File: src/design/ckt_pkg.sv
// Shared types and constants for the card key table.
package ckt_pkg;

  localparam int unsigned WORD_W    = 32;
  localparam int unsigned IN_WORDS  = 3;
  localparam int unsigned CNT_OUT_W = 7;

  typedef enum logic [1:0] {
    CMD_LOOKUP = 2'd0,
    CMD_SAVE   = 2'd1,
    CMD_CLEAR  = 2'd2,
    CMD_COUNT  = 2'd3
  } ckt_cmd_e;

  typedef enum logic [1:0] {
    ST_IDLE,
    ST_SCAN,
    ST_FINISH
  } ckt_state_e;

  typedef struct packed {
    logic wr_en;
    logic rd_en;
  } ckt_mem_ctl_t;

endpackage

File: src/design/ckt_seq.sv
// Command sequencer: scans stored entries through the shared comparator, appends, clears, reports.
module ckt_seq
  import ckt_pkg::*;
#(
  parameter int unsigned MAX_KEYS = 64,
  parameter int unsigned KEY_W    = 96,
  parameter int unsigned AW       = 6,
  parameter int unsigned CNT_W    = 7
) (
  input  logic               clk_i,
  input  logic               rst_ni,
  input  logic               in_valid_i,
  output logic               in_stall_o,
  input  ckt_cmd_e           cmd_i,
  input  logic [KEY_W-1:0]   key_i,
  output logic               out_valid_o,
  input  logic               out_stall_i,
  output logic               matched_o,
  output logic               table_full_o,
  output logic [CNT_W-1:0]   entry_count_o,
  output ckt_mem_ctl_t       mem_ctl_o,
  output logic [AW-1:0]      raddr_o,
  output logic [AW-1:0]      waddr_o,
  output logic [KEY_W-1:0]   wdata_o,
  input  logic [KEY_W-1:0]   rdata_i
);

  ckt_state_e       state_q, state_d;
  ckt_cmd_e         cmd_q, cmd_d;
  logic [KEY_W-1:0] key_q, key_d;
  logic [CNT_W-1:0] idx_q, idx_d;
  logic [CNT_W-1:0] count_q, count_d;
  logic             rd_vld_q, rd_vld_d;
  logic             hit_q, hit_d;
  logic             full_q, full_d;
  logic             out_valid_q, out_valid_d;
  logic             out_hit_q, out_hit_d;
  logic             out_full_q, out_full_d;
  logic [CNT_W-1:0] out_cnt_q, out_cnt_d;
  logic             full_now;

  assign full_now = (count_q >= CNT_W'(MAX_KEYS));

  always_ff @(posedge clk_i or negedge rst_ni) begin
    if (!rst_ni) begin
      state_q     <= ST_IDLE;
      count_q     <= '0;
      rd_vld_q    <= 1'b0;
      out_valid_q <= 1'b0;
    end else begin
      state_q     <= state_d;
      count_q     <= count_d;
      rd_vld_q    <= rd_vld_d;
      out_valid_q <= out_valid_d;
    end
  end

  always_ff @(posedge clk_i) begin
    cmd_q      <= cmd_d;
    key_q      <= key_d;
    idx_q      <= idx_d;
    hit_q      <= hit_d;
    full_q     <= full_d;
    out_hit_q  <= out_hit_d;
    out_full_q <= out_full_d;
    out_cnt_q  <= out_cnt_d;
  end

  always_comb begin
    state_d     = state_q;
    cmd_d       = cmd_q;
    key_d       = key_q;
    idx_d       = idx_q;
    count_d     = count_q;
    rd_vld_d    = 1'b0;
    hit_d       = hit_q;
    full_d      = full_q;
    out_valid_d = out_valid_q;
    out_hit_d   = out_hit_q;
    out_full_d  = out_full_q;
    out_cnt_d   = out_cnt_q;
    mem_ctl_o   = '0;

    if (out_valid_q && !out_stall_i) begin
      out_valid_d = 1'b0;
    end

    case (state_q)
      ST_IDLE: begin
        if (in_valid_i) begin
          cmd_d  = cmd_i;
          key_d  = key_i;
          idx_d  = '0;
          hit_d  = 1'b0;
          full_d = 1'b0;
          if (cmd_i == CMD_LOOKUP || cmd_i == CMD_SAVE) begin
            state_d = ST_SCAN;
          end else begin
            if (cmd_i == CMD_CLEAR) begin
              count_d = '0;
            end
            state_d = ST_FINISH;
          end
        end
      end
      ST_SCAN: begin
        // data for the entry read last cycle is compared here
        if (rd_vld_q && rdata_i == key_q) begin
          hit_d = 1'b1;
        end
        if (idx_q != count_q) begin
          mem_ctl_o.rd_en = 1'b1;
          idx_d           = idx_q + CNT_W'(1);
          rd_vld_d        = 1'b1;
        end else if (!rd_vld_q) begin
          state_d = ST_FINISH;
          if (cmd_q == CMD_SAVE) begin
            full_d = full_now;
            if (!hit_q && !full_now) begin
              mem_ctl_o.wr_en = 1'b1;
              count_d         = count_q + CNT_W'(1);
            end
          end
        end
      end
      ST_FINISH: begin
        if (!out_valid_q || !out_stall_i) begin
          out_valid_d = 1'b1;
          out_hit_d   = hit_q;
          out_full_d  = full_q;
          out_cnt_d   = count_q;
          state_d     = ST_IDLE;
        end
      end
      default: begin
        state_d = ST_IDLE;
      end
    endcase
  end

  assign in_stall_o    = (state_q != ST_IDLE);
  assign out_valid_o   = out_valid_q;
  assign matched_o     = out_hit_q;
  assign table_full_o  = out_full_q;
  assign entry_count_o = out_cnt_q;
  assign raddr_o       = idx_q[AW-1:0];
  assign waddr_o       = count_q[AW-1:0];
  assign wdata_o       = key_q;

  a_count_bound: assert property (@(posedge clk_i) disable iff (!rst_ni)
    count_q <= CNT_W'(MAX_KEYS))
    else $error("entry count beyond table size");

  a_write_legal: assert property (@(posedge clk_i) disable iff (!rst_ni)
    mem_ctl_o.wr_en |-> (!hit_q && !full_now && cmd_q == CMD_SAVE))
    else $error("append of duplicate or into full table");

  a_read_range: assert property (@(posedge clk_i) disable iff (!rst_ni)
    mem_ctl_o.rd_en |-> (idx_q < count_q))
    else $error("read of unwritten entry");

  a_busy_after_accept: assert property (@(posedge clk_i) disable iff (!rst_ni)
    (in_valid_i && !in_stall_o) |=> (state_q != ST_IDLE))
    else $error("sequencer idle right after accepting an item");

endmodule

File: config.mk
export PLATFORM = sky130hd
export DESIGN_NAME = ckt_seq
export DESIGN_NICKNAME = d
export VERILOG_FILES = /design/src/design/ckt_pkg.sv /design/src/design/ckt_seq.sv
export SDC_FILE = /design/constraint.sdc
export NUM_CORES = 1
export LEC_CHECK = 0
export ABC_AREA = 1
export BUFFER_PORTS_ARGS = -buffer_cell sky130_fd_sc_hd__buf_2
export CORE_MARGIN = 8
export CORE_UTILIZATION = 46
export DETAILED_ROUTE_END_ITERATION = 10
export PLACE_DENSITY = 0.81
export SKIP_CTS_REPAIR_TIMING = 1
export SYNTH_ARGS = -nofsm -noshare
export SYNTH_HDL_FRONTEND = slang
export SYNTH_SLANG_ARGS = --single-unit
File: constraint.sdc
create_clock -name clk_i -period 7.1 [get_ports clk_i]
set_input_delay 1.42 -clock clk_i [delete_from_list [all_inputs] [get_ports clk_i]]
set_output_delay 1.42 -clock clk_i [all_outputs]
set_load 0.005 [all_outputs]
# Yosys cells after proc, flatten, opt, wreduce, memory -nomap -nowiden
# Cells that the tools add are included.
[word_totals] output_inout_bits=121 inputBits=198 reg_bits=127
[classes] add_sub_neg=2 reduce_logical=20 n_lt_le_gt_ge=1 mux=34 eq_ne=17
[op_table] cell="96-bit == test" count=1
[op_table] cell="7-bit 2-to-1 mux" count=9
[op_table] cell="7-bit case mux with 2 select lines" count=2
[op_table] cell="2-bit != test, second input constant" count=10
[op_table] cell="7-bit by 1-bit adder with 7-bit output, second input constant" count=2
[op_table] cell="1-bit 2-to-1 mux" count=14
[op_table] cell="2-bit 2-to-1 mux" count=6
[op_table] cell="8-bit AND reduction" count=1
[op_table] cell="7-bit greater-or-equal comparator, second input constant" count=1
[op_table] cell="7-bit != test" count=1
[op_table] cell="2-bit by 1-bit == test with 1-bit output, second input constant" count=3
[op_table] cell="2-bit case mux with 3 select lines" count=1
[op_table] cell="3-bit AND reduction" count=2
[op_table] cell="5-bit AND reduction" count=1
[op_table] cell="2-bit == test, second input constant" count=2
[op_table] cell="1-bit zero test" count=4
[op_table] cell="2-bit zero test" count=2
[op_table] cell="1-bit case mux with 2 select lines" count=2
[op_table] cell="2-bit AND reduction" count=2
[op_table] cell="4-bit AND reduction" count=1
[op_table] cell="2-bit nonzero test" count=2
[op_table] cell="1-bit logical AND" count=3
[op_table] cell="1-bit logical OR" count=2

# Depth between registers and ports, before layout
# Gate-level depths: netlist (run 1).
[depth] depth_word=8 ltp_mapped=10 depth_no_buf=10

# Worst setup path before layout (run 1)
# No wires, ideal clock.
[synth_path] kind="input to register" start="input in_valid_i" end="register hit_q (enable)" n_path_buf=0 slack_ps=789 required_ps=6786 arrival_time_ps=5997 path_stages=3 setup_ps=314 cell_sequence="inv_1 > nor2_1 > o21bai_1"
[synth_between] elab_chain_len=2
[synth_lines] item="from (decl)" line_no="ckt_seq.sv:12" text="input logic in_valid_i,"
[synth_lines] item="2-bit != test (no source line)"
[synth_lines] item="3-bit AND reduction (no source line)"
[synth_lines] item="to (signal assigned)" line_no="ckt_seq.sv:62" text="hit_q <= hit_d;"
[synth_lines] item="to (decl)" line_no="ckt_seq.sv:34" text="logic hit_q, hit_d;"
# Every way passes these cells.
# A chain may end at the register's enable or synchronous reset.

# Worst setup path after layout (run 1)
[layout_path] start="input in_valid_i" end="register key_q[82], in the netlist wdata_o[82] (enable)"
[layout_between] elab_chain_len=1
[layout_lines] item="2-bit AND reduction (no source line)"
[layout_lines] item="to (signal assigned)" line_no="ckt_seq.sv:60" text="key_q <= key_d;"
[layout_lines] item="to (decl)" line_no="ckt_seq.sv:30" text="logic [KEY_W-1:0] key_q, key_d;"
# Every way passes these cells.

==> out/qor.txt, run 1 <==
Outcome: finished clean
Worst EP required: 7.13 ns
Htree depth: 4
RR Endpoint: wdata_o[82]
Core Rows: 42
Global route overflow: 0
Slew Limit Fails: 0
DRT iter0 DRCs: 262
Multi-input logic area: 1914 um2
Clock-pin slew on the worst setup and hold paths: 0.05 ns
Starting Density: 47.32%
Net count after synthesis: 882
Pin count of the biggest net entering global routing: 67
CP Launch Point: in_valid_i
Hold Fails Final Rpt: 0
Max VDD drop: 0.2123 mV
DP Cell Count: 1160
Die Area: 17670 um2
Clock sinks: 127
First-pass GRT wire length: 28390 um
Final setup vio count: 0
Critical Path Fanout Max: 66
RSZ-0062 raised after global routing: no
WS Path Type: primary input to flip-flop
Height of the die: 132.9 um
Yosys reg bits: 127
Die Wd: 132.9 um
DP Area: 7999 um2
Synth Instances: 681
Worst-margin pin slew: 1.096 ns
Worst Hold Class: flip-flop to flip-flop
Core Area: 13300 um2
Area Overhead vs Synth: 36.06%
Number of buffers created by CTS: 17
Final Non-Filler Cells: 1194
CTS tree: done
Hpwl dp: 15520 um
CTS Buffer Depth: 2
Pwr Density: 307.9 nW/um2
Drt pass-1 iters: 5
Worst Setup EP: wdata_o[82]
IO buf count: 318
Synth Area per Inst: 9.238 um2
RR Startpoint: state_q[0]
Critical path data arrival time: 3.26 ns
GPL Wtd Cong: 0.8493
# IOs: 319
Post-synthesis cell type count: 31
CP startpoint kind: primary input
Initial antenna violation count: 2
Period utilization: 45.42%
Design Area, Final: 8559 um2
Clock Skew: 0.008974 ns
Relative slew slack: 26.17%
CTS root buf: clkbuf_16
Min Clock Period, post-route: 3.225 ns
Drc violations: 0
GRT Resource Usage Total: 20.94%
Routed vias: 5475
CP endpoint kind: flip-flop
DR vias/cell: 4.585
Yosys warning count: 0
Register area share after synthesis: 59.75%
Vias in the first global route: 5524
Layout cells sized above 1: 36.52%
Commonest non-fill, non-tap cell in the layout: buf_2
Leak: 4.410 nW
Commonest cells after routing, fill and taps aside: buf_2, nand2_1, inv_1
Fill count: 1093
Synthesized area: 6291 um2
Sequential Area: 3759 um2
Post-layout nets: 1204
Detailed Route WL: 18930 um
Final TNS setup: 0 ns
R2r worst-path depth: 4
Worst skew pair latency: 0.41 ns
Max Cap Violations: 0
Peak Freq: 310.1 MHz
Routed WL per cell: 15.85 um
Number of antenna-violating nets in the routed design: 0
Reg2Reg Setup Slack: 4.33 ns
synthesized netlist by cell type:
master | n | area (um2)
o21ai_0 | 12 | 60.06
nor3_1 | 3 | 15.01
a21oi_1 | 4 | 20.02
o21ai_4 | 1 | 16.27
nand4_2 | 1 | 12.51
buf_6 | 1 | 11.26
buf_2 | 2 | 10.01
nand4_1 | 1 | 6.260
o22ai_1 | 2 | 12.51
o21ai_2 | 8 | 70.07
or2_2 | 2 | 12.51
o311ai_0 | 1 | 8.760
a21o_2 | 1 | 8.760
o21ai_1 | 3 | 15.01
edfxtp_1 | 116 | 3483
o211ai_1 | 1 | 7.510
xnor2_1 | 29 | 254.0
dfrtp_1 | 11 | 275.3
inv_2 | 3 | 11.26
nor3_2 | 1 | 10.01
o21bai_1 | 1 | 7.510
nor2_1 | 73 | 274.0
buf_4 | 13 | 97.59
nand2_4 | 1 | 11.26
inv_1 | 132 | 495.5
xor2_1 | 12 | 105.1
ha_1 | 3 | 37.54
xnor2_2 | 1 | 16.27
nand3_1 | 6 | 30.03
nand2_2 | 4 | 25.02
nand2_1 | 232 | 870.8
metrics by stage:
step | setup slack, ns | power, mW | hold slack (ns) | util (%)
after global placement | 3.467 | 1.821 | 0.4123 | 60.16
after global routing | 3.718 | 2.790 | 0.4388 | 64.38
after detailed placement | 3.422 | 1.847 | 0.4156 | 60.16
final | 3.875 | 2.636 | 0.4225 | 64.38
after floorplan | 0.7888 | 1.579 | 0.4003 | -
after CTS | 3.862 | 2.660 | 0.4283 | 64.34
final cells by class:
cell class / instances / share of cell area (%)
sequential: 127 / 43.91
timing repair buffer: 319 / 18.68
tap: 176 / 2.573
clock inverter: 7 / 0.7017
inverter: 135 / 5.920
multi-input combinational: 403 / 22.37
clock buffer: 25 / 5.789
antenna: 2 / 0.05847
where the power goes:
part / total (mW) / switching (mW) / internal (mW)
sequential: 1.15 / 0.120 / 1.03
combinational: 0.672 / 0.407 / 0.266
clock: 0.809 / 0.294 / 0.515
state kept, by name (all words and copies together) (netlist names):
name	count
full_q	1
wdata_o	96
idx_q	7
hit_q	1
rd_vld_q	1
out_valid_o	1
count_q	7
matched_o	1
state_q	2
cmd_q	2
entry_count_o	7
table_full_o	1
how the worst min path moves through the flow:
stage | from | endpoint | cells past startpoint
2_1_floorplan | full_q | table_full_o | 0
3_3_place_gp | full_q | table_full_o | 0
3_5_place_dp | full_q | table_full_o | 0
4_1_cts | full_q | table_full_o | 0
5_1_grt | full_q | table_full_o | 0
6_report | full_q | table_full_o | 0
cell families (layout without fill, tap and decap cells):
group	Yosys count	in the layout	synth area share, %
simple gates	324	324	20.15
buf+inv	151	486	9.944
flops	127	127	59.75
xor+xnor	42	42	5.967
compound gates	34	34	3.600
fa+ha+maj	3	3	0.5967
other cells	0	2	0
routing by layer:
metal | GRT usage, % | routed length, um | part of all wire (%)
met3 | 8.100 | 1973 | 10
met4 | 9.842 | 567 | 3.0
met2 | 37.22 | 9573 | 51
met1 | 21.11 | 6812 | 36
met5 | 0 | 0 | 0
worst max-delay path, cell delays in order:
cell,delay [ns]
buf_2,0.10
inv_1,0.07
nor2_4,0.79
buf_4,0.80
No activity file was read; power rests on OpenSTA's default activity.
==> run 2, diff against run 1 <==
--- a/config.mk
+++ b/config.mk
@@ -8,9 +8,9 @@
 export ABC_AREA = 1
 export BUFFER_PORTS_ARGS = -buffer_cell sky130_fd_sc_hd__buf_2
 export CORE_MARGIN = 8
-export CORE_UTILIZATION = 46
+export CORE_UTILIZATION = 42
 export DETAILED_ROUTE_END_ITERATION = 10
-export PLACE_DENSITY = 0.81
+export PLACE_DENSITY = 0.78
 export SKIP_CTS_REPAIR_TIMING = 1
 export SYNTH_ARGS = -nofsm -noshare
 export SYNTH_HDL_FRONTEND = slang
==> constraint.sdc (replaced) <==
create_clock -name clk_i -period 2.94 [get_ports clk_i]
set_input_delay 0.588 -clock clk_i [delete_from_list [all_inputs] [get_ports clk_i]]
set_output_delay 0.588 -clock clk_i [all_outputs]
set_load 0.005 [all_outputs]
==> out/qor.txt, run 2 (synthesis results as in run 1) <==
Outcome: finished clean (unchanged)
Worst-margin pin slew: 0.8138 ns (was 1.096 ns)
Clock sinks: 127 (unchanged)
GPL Wtd Cong: 0.8588 (was 0.8493)
Global route overflow: 0 (unchanged)
Max VDD drop: 0.3947 mV (was 0.2123 mV)
Die Wd: 138.4 um (was 132.9 um)
Core Area: 14590 um2 (was 13300 um2)
First-pass GRT wire length: 29270 um (was 28390 um)
Drc violations: 0 (unchanged)
CP endpoint kind: output pin (was flip-flop)
Die Area: 19150 um2 (was 17670 um2)
Crit-path slowest cell: dfrtp_1 (was buf_4)
Clock Skew: 0.007156 ns (was 0.008974 ns)
Multi-input logic area: 1914 um2 (unchanged)
DRT iter0 DRCs: 214 (was 262)
Sequential Area: 3759 um2 (unchanged)
Pwr Density: 759.0 nW/um2 (was 307.9 nW/um2)
Core Rows: 44 (was 42)
Leak: 4.417 nW (was 4.410 nW)
Max Cap Violations: 0 (unchanged)
Worst EP required: 2.35 ns (was 7.13 ns)
Detailed Route WL: 19220 um (was 18930 um)
Worst Hold Class: primary input to asynchronous set/reset pin (was flip-flop to flip-flop)
CTS tree: done (unchanged)
Routed WL per cell: 15.95 um (was 15.85 um)
Htree depth: 4 (unchanged)
R2r worst-path depth: 8 (was 4)
Routed vias: 5527 (was 5475)
Slew Limit Fails: 0 (unchanged)
Drt pass-1 iters: 4 (was 5)
Worst skew pair latency: 0.42 ns (was 0.41 ns)
Largest register FFs: 96 (unchanged)
# IOs: 319 (unchanged)
Initial antenna violation count: 4 (was 2)
Final setup vio count: 0 (unchanged)
Commonest non-fill, non-tap cell in the layout: buf_2 (unchanged)
Power consumption: 6.557 mW (was 2.636 mW)
Number of antenna-violating nets in the routed design: 0 (unchanged)
Commonest cells after routing, fill and taps aside: buf_2, nand2_1, inv_1 (unchanged)
RR Endpoint: hit_q (was wdata_o[82])
Peak Freq: 429.8 MHz
Pin count of the biggest net entering global routing: 59 (was 67)
RSZ-0062 raised after global routing: no (unchanged)
Height of the die: 138.4 um (was 132.9 um)
Final TNS setup: 0 ns (unchanged)
Min Clock Period, post-route: 2.326 ns
Hpwl dp: 15710 um (was 15520 um)
Relative slew slack: 45.75% (was 26.17%)
DR vias/cell: 4.587 (was 4.585)
WS Path Type: flip-flop to output pin (was primary input to flip-flop)
GRT Resource Usage Total: 19.64% (was 20.94%)
Reg2Reg Setup Slack: 1.01 ns (was 4.33 ns)
CTS root buf: clkbuf_16 (unchanged)
Starting Density: 43.12% (was 47.32%)
Critical path data arrival time: 1.74 ns (was 3.26 ns)
CP Cell Sequence: xor2_1 -> nor2_1 -> nand2_1 -> o21ai_4 -> inv_1 -> buf_2 (was buf_2 -> inv_1 -> nor2_4 -> buf_4)
CTS Buffer Depth: 2 (unchanged)
Number of buffers created by CTS: 17 (unchanged)
Period utilization: 79.13%
IO buf count: 318 (unchanged)
Design Area, Final: 8640 um2 (was 8559 um2)
Critical Path Fanout Max: 7 (was 66)
Layout cells sized above 1: 36.74% (was 36.52%)
Hold Fails Final Rpt: 0 (unchanged)
DP Area: 8036 um2 (was 7999 um2)
CP startpoint kind: flip-flop (was primary input)
Area Overhead vs Synth: 37.33% (was 36.06%)
Slowest stage delay, CP: 0.45 ns (was 0.80 ns)
Post-layout nets: 1206 (was 1204)
Vias in the first global route: 5647 (was 5524)
RR Startpoint: wdata_o[23] (was state_q[0])
Fill count: 1301 (was 1093)
Clock-pin slew on the worst setup and hold paths: 0.05 ns (about the same)
run 2: cell types whose count changed in the layout (fill, tap and decap cells not counted), sizes merged:
cell	change
diode	+1
buf	+2
clkbuf	-8
clkinvlp	+5
bufinv	+2
inv	+1
run 2: worst max-delay path, delay by kind of cell, from the launching register on:
kind,cells,cell delay [ns]
xor gates and xnor gates,1,0.19
DFF,1,0.45
AOI/OAI and AO/OA,1,0.26
and+or+nand+nor,2,0.22
buffers and inverters,2,0.21
run 2: stage by stage:
stage | utilization, % | instances | setup slack [ns] | hold WS, ns
after CTS | 59.17 | 1202 | 0.5953 | 0.03050
after global placement | 55.09 | 1170 | 0.8378 | 0.4413
after global routing | 59.22 | 1205 | 0.4724 | 0.03642
after detailed placement | 55.09 | 1170 | 0.7957 | 0.4622
after floorplan | - | 681 | 0.2408 | 0.2924
final | 59.22 | 1205 | 0.6136 | 0.03908
run 2: cell type report:
cell class	count	share of cell area (%)
Timing Repair Buffer	321	18.83
Sequential cell	127	43.50
Multi-Input combinational cell	403	22.16
Clock buffer	17	4.924
Antenna cell	3	0.08689
Clock inverter	15	1.970
Tap cell	184	2.665
Inverter	135	5.865
run 2: routing by layer:
| layer | track usage (%) | wire [um] | part of all wire, % | vias up |
|---|---|---|---|---|
| li1 | - | - | - | 2739 |
| met1 | 20.23 | 7126 | 37 | 2477 |
| met2 | 34.12 | 9741 | 51 | 268 |
| met3 | 7.877 | 1771 | 9.2 | 41 |
| met4 | 9.439 | 566 | 2.9 | 2 |
| met5 | 0 | 13 | 0.068 | - |
run 2: worst max-delay path by stage:
stage                     start           end  slack, ns  cells after the start
detailed placement  rdata_i[23]         hit_q       0.80                      9
global route           idx_q[0]  mem_ctl_o[0]       0.47                      5
finish               count_q[4]  mem_ctl_o[0]       0.61                      6
CTS                  state_q[1]  mem_ctl_o[1]       0.60                      6
global placement    rdata_i[23]         hit_q       0.84                      9
floorplan            state_q[0]         hit_q       0.24                      4
run 2: power by group:
group / total (mW) / switching (mW) / internal (mW) / leakage, nW
Combinational: 1.67 / 0.998 / 0.669 / 2.91
Sequential: 2.79 / 0.300 / 2.49 / 1.23
Clock: 2.10 / 0.776 / 1.32 / 0.274
==> run 3, diff against run 2 <==
--- a/config.mk
+++ b/config.mk
@@ -5,12 +5,12 @@
 export SDC_FILE = /design/constraint.sdc
 export NUM_CORES = 1
 export LEC_CHECK = 0
-export ABC_AREA = 1
+export ABC_AREA = 0
 export BUFFER_PORTS_ARGS = -buffer_cell sky130_fd_sc_hd__buf_2
 export CORE_MARGIN = 8
-export CORE_UTILIZATION = 42
+export CORE_UTILIZATION = 44
 export DETAILED_ROUTE_END_ITERATION = 10
-export PLACE_DENSITY = 0.78
+export PLACE_DENSITY = 0.8
 export SKIP_CTS_REPAIR_TIMING = 1
 export SYNTH_ARGS = -nofsm -noshare
 export SYNTH_HDL_FRONTEND = slang
==> constraint.sdc (replaced) <==
create_clock -name clk_i -period 2.23 [get_ports clk_i]
set_input_delay 0.446 -clock clk_i [delete_from_list [all_inputs] [get_ports clk_i]]
set_output_delay 0.446 -clock clk_i [all_outputs]
set_load 0.005 [all_outputs]
==> out/qor.txt, run 3 <==
Outcome: finished, violations left (was finished clean)
Failing checks: negative setup slack
Pin count of the biggest net entering global routing: 50 (was 59)
M1 GR Usage: 20.11% (was 20.23%)
DRT iter0 DRCs: 316 (was 214)
Worst-margin pin slew: 0.7356 ns (was 0.8138 ns)
Yosys reg bits: 127 (unchanged)
M3 GR Usage: 7.903% (was 7.877%)
Hold Fails Final Rpt: 0 (unchanged)
Clock-pin slew on the worst setup and hold paths: 0.06 ns (was 0.05 ns)
Routed WL per cell: 19.98 um (was 15.95 um)
Synthesized area: 5492 um2 (was 6291 um2)
Fill count: 942 (was 1301)
Area share of fa/ha/maj cells after synthesis: 0.6835% (was 0.5967%)
IO buf count: 318 (unchanged)
CTS tree: done (unchanged)
Core Rows: 41 (was 44)
GRT Resource Usage Total: 21.26% (was 19.64%)
Number of antenna-violating nets in the routed design: 0 (unchanged)
Relative slew slack: 50.86% (was 45.75%)
Main combinational cell family by area after synthesis: XOR/XNOR gates (was simple AND/OR/NAND/NOR gates)
Count of flip-flops with a built-in enable after synthesis: 116 (unchanged)
Die Wd: 127.7 um (was 138.4 um)
Max Cap Violations: 0 (unchanged)
CTS root buf: clkbuf_16 (unchanged)
Area Overhead vs Synth: 46.14% (was 37.33%)
Detailed Route WL: 17860 um (was 19220 um)
CP endpoint kind: output pin (unchanged)
Net count after synthesis: 563 (was 882)
Commonest cells after routing, fill and taps aside: buf_2, edfxtp_1, xor2_1 (was buf_2, nand2_1, inv_1)
Final Util: 64.64% (was 59.22%)
Clock sinks: 127 (unchanged)
CTS Buffer Depth: 2 (unchanged)
Worst Hold Class: primary input to flip-flop (was primary input to asynchronous set/reset pin)
Synth Instances: 362 (was 681)
Peak Freq: 424.4 MHz
Critical path data arrival time: 1.91 ns (was 1.74 ns)
Max VDD drop: 0.5147 mV (was 0.3947 mV)
Hpwl dp: 14450 um (was 15710 um)
Post-layout nets: 909 (was 1206)
Largest register FFs: 96 (unchanged)
Final setup vio count: 1 (was 0)
Die Area: 16310 um2 (was 19150 um2)
Clock Skew: 0.004816 ns (was 0.007156 ns)
Global route overflow: 0 (unchanged)
Min Clock Period, post-route: 2.356 ns
Xor/xnor cell area share of the yosys netlist: 17.22% (was 5.967%)
Slew Limit Fails: 0 (unchanged)
Post-synthesis compound-gate area fraction: 2.187% (was 3.600%)
Top post-synthesis cells by count: edfxtp_1, xor2_1, nor4_1, xnor2_1, buf_4 (was nand2_1, inv_1, edfxtp_1)
Height of the die: 127.7 um (was 138.4 um)
Gr busiest metal: met2 (unchanged)
Worst EP required: 1.78 ns (was 2.35 ns)
Final WS setup: -0.1264 ns (was 0.6136 ns)
Leak: 3.500 nW (was 4.417 nW)
Number of buffers created by CTS: 17 (unchanged)
Area leader, netlist: edfxtp_1 (unchanged)
Share of the synthesized area in the top cell type: 63.43% (was 55.37%)
CP startpoint kind: flip-flop (unchanged)
Asr flop ratio synth: 8.661% (unchanged)
Htree depth: 4 (unchanged)
Synth Area per Inst: 15.17 um2 (was 9.238 um2)
Slowest stage delay, CP: 0.41 ns (was 0.45 ns)
Power consumption: 5.463 mW (was 6.557 mW)
Drt pass-1 iters: 4 (unchanged)
Met2 Track Usage GR: 38.72% (was 34.12%)
DR vias/cell: 4.912 (was 4.587)
Post-synthesis mux area share: 0.3645% (was 0%)
CP Cell Sequence: xor2_1 -> nor4_2 -> buf_4 -> and3b_2 -> and3_4 -> buf_6 (was xor2_1 -> nor2_1 -> nand2_1 -> o21ai_4 -> inv_1 -> buf_2)
Initial antenna violation count: 2 (was 4)
Post-synthesis cell type count: 33 (was 31)
Yosys warning count: 0 (unchanged)
Simple-Gate Fraction of Synth Area: 8.544% (was 20.15%)
RSZ-0062 raised after global routing: yes (was no)
Top FF cell, synth: edfxtp_1 (unchanged)
Top cells by area, synth: edfxtp_1, xor2_1, dfrtp_1, xnor2_1, nor4_1 (was edfxtp_1, nand2_1, inv_1, dfrtp_1, nor2_1)
GPL Wtd Cong: 0.9021 (was 0.8588)
Most common cell in the netlist: edfxtp_1 (was nand2_1)
First-pass GRT wire length: 25730 um (was 29270 um)
Routed vias: 4391 (was 5527)
Pwr Density: 680.7 nW/um2 (was 759.0 nW/um2)
Register area share after synthesis: 68.44% (was 59.75%)
Critical Path Fanout Max: 3 (was 7)
Starting Density: 44.24% (was 43.12%)
WS Path Type: flip-flop to output pin (unchanged)
Commonest non-fill, non-tap cell in the layout: buf_2 (unchanged)
# IOs: 319 (unchanged)
Vias in the first global route: 4878 (was 5647)
Drc violations: 0 (unchanged)
Worst skew pair latency: 0.41 ns (was 0.42 ns)
Core Area: 12410 um2 (was 14590 um2)
Crit-path slowest cell: edfxtp_1 (was dfrtp_1)
Period utilization: 105.7%
Layout cells sized above 1: 52.98% (was 36.74%)
-- run 3: changes by cell type in the layout (fill, tap and decap cells not counted), moves of 6 or more --
| cell | change |
|---|---|
| buf_4 | +20 |
| inv_1 | -127 |
| nand2_1 | -221 |
| nand4_1 | +11 |
| nor2_1 | -61 |
| nor4_1 | +15 |
| nor4_2 | +6 |
| o21ai_0 | -10 |
| o21ai_2 | -8 |
| xnor2_1 | -9 |
| xor2_1 | +76 |
-- run 3: worst paths after layout --
check / startpoint / to / slack, ns / cells past startpoint
max: idx_q[0] / mem_ctl_o[1] / -0.13 / 6
min: key_i[48] / wdata_o[48] / 0.21 / 1
max reg2reg: wdata_o[46] / hit_q / 0.03 / 5
min reg2reg: full_q / table_full_o / 0.42 / 0
max in group asynchronous: rst_ni / count_q[1] / 1.57 / 2
min in group asynchronous: rst_ni / count_q[5] / 0.44 / 2
-- run 3: stage by stage --
step                setup TNS, ns  setup slack (ns)  area [um2]  hold slack (ns)  cells
finish                    -0.1264           -0.1264        8025           0.2070    894
floorplan                  -24.16           -0.2917        5495           0.1504    362
CTS                       -0.7652           -0.3794        7929          -0.1065    890
global route              -0.2921           -0.1976        8025           0.1893    894
detailed placement        -0.3017           -0.3017        7375           0.3330    858
global placement          -0.2618           -0.2618        7375           0.3352    858
-- run 3: logic make-up (layout without fill, tap and decap cells) --
kind of cell	after synthesis	in the layout
buf+inv	22	381
fa+ha+maj	3	3
compound gates	18	18
xor+xnor	108	108
simple gates	82	82
flops	127	127
other cells	0	1
mux	2	2
-- run 3: power breakdown --
part / total, mW / switching (mW) / leakage [nW] / internal (mW)
registers: 2.59 / 0.0000000000000000889 / 1.20 / 2.59
clock network: 2.59 / 0.974 / 0.261 / 1.62
logic: 0.279 / 0.113 / 2.04 / 0.166
-- run 3: final cells by class --
cell class,instances,area (um2),area share [%]
Sequential cell,127,3759,46.83
Timing Repair Buffer,343,1813,22.59
Multi-Input combinational cell,213,1655,20.63
Clock buffer,18,429.2,5.348
Tap cell,172,215.2,2.682
Clock inverter,14,125.1,1.559
Inverter,6,26.28,0.3274
Antenna cell,1,2.502,0.03118
-- run 3: layer usage --
metal  up-vias  part of all wire, %
met2       237                   53
met4         2                  4.6
met1      2080                   34
li1       2015                    -
met5         -                0.045
met3        57                  8.3
-- run 3: critical path, delay by kind of cell (launching register included) --
family | cells | cell delay, ns
and+or+nand+nor | 3 | 0.66
DFF | 1 | 0.41
buffers and inverters | 2 | 0.26
xor gates and xnor gates | 1 | 0.17
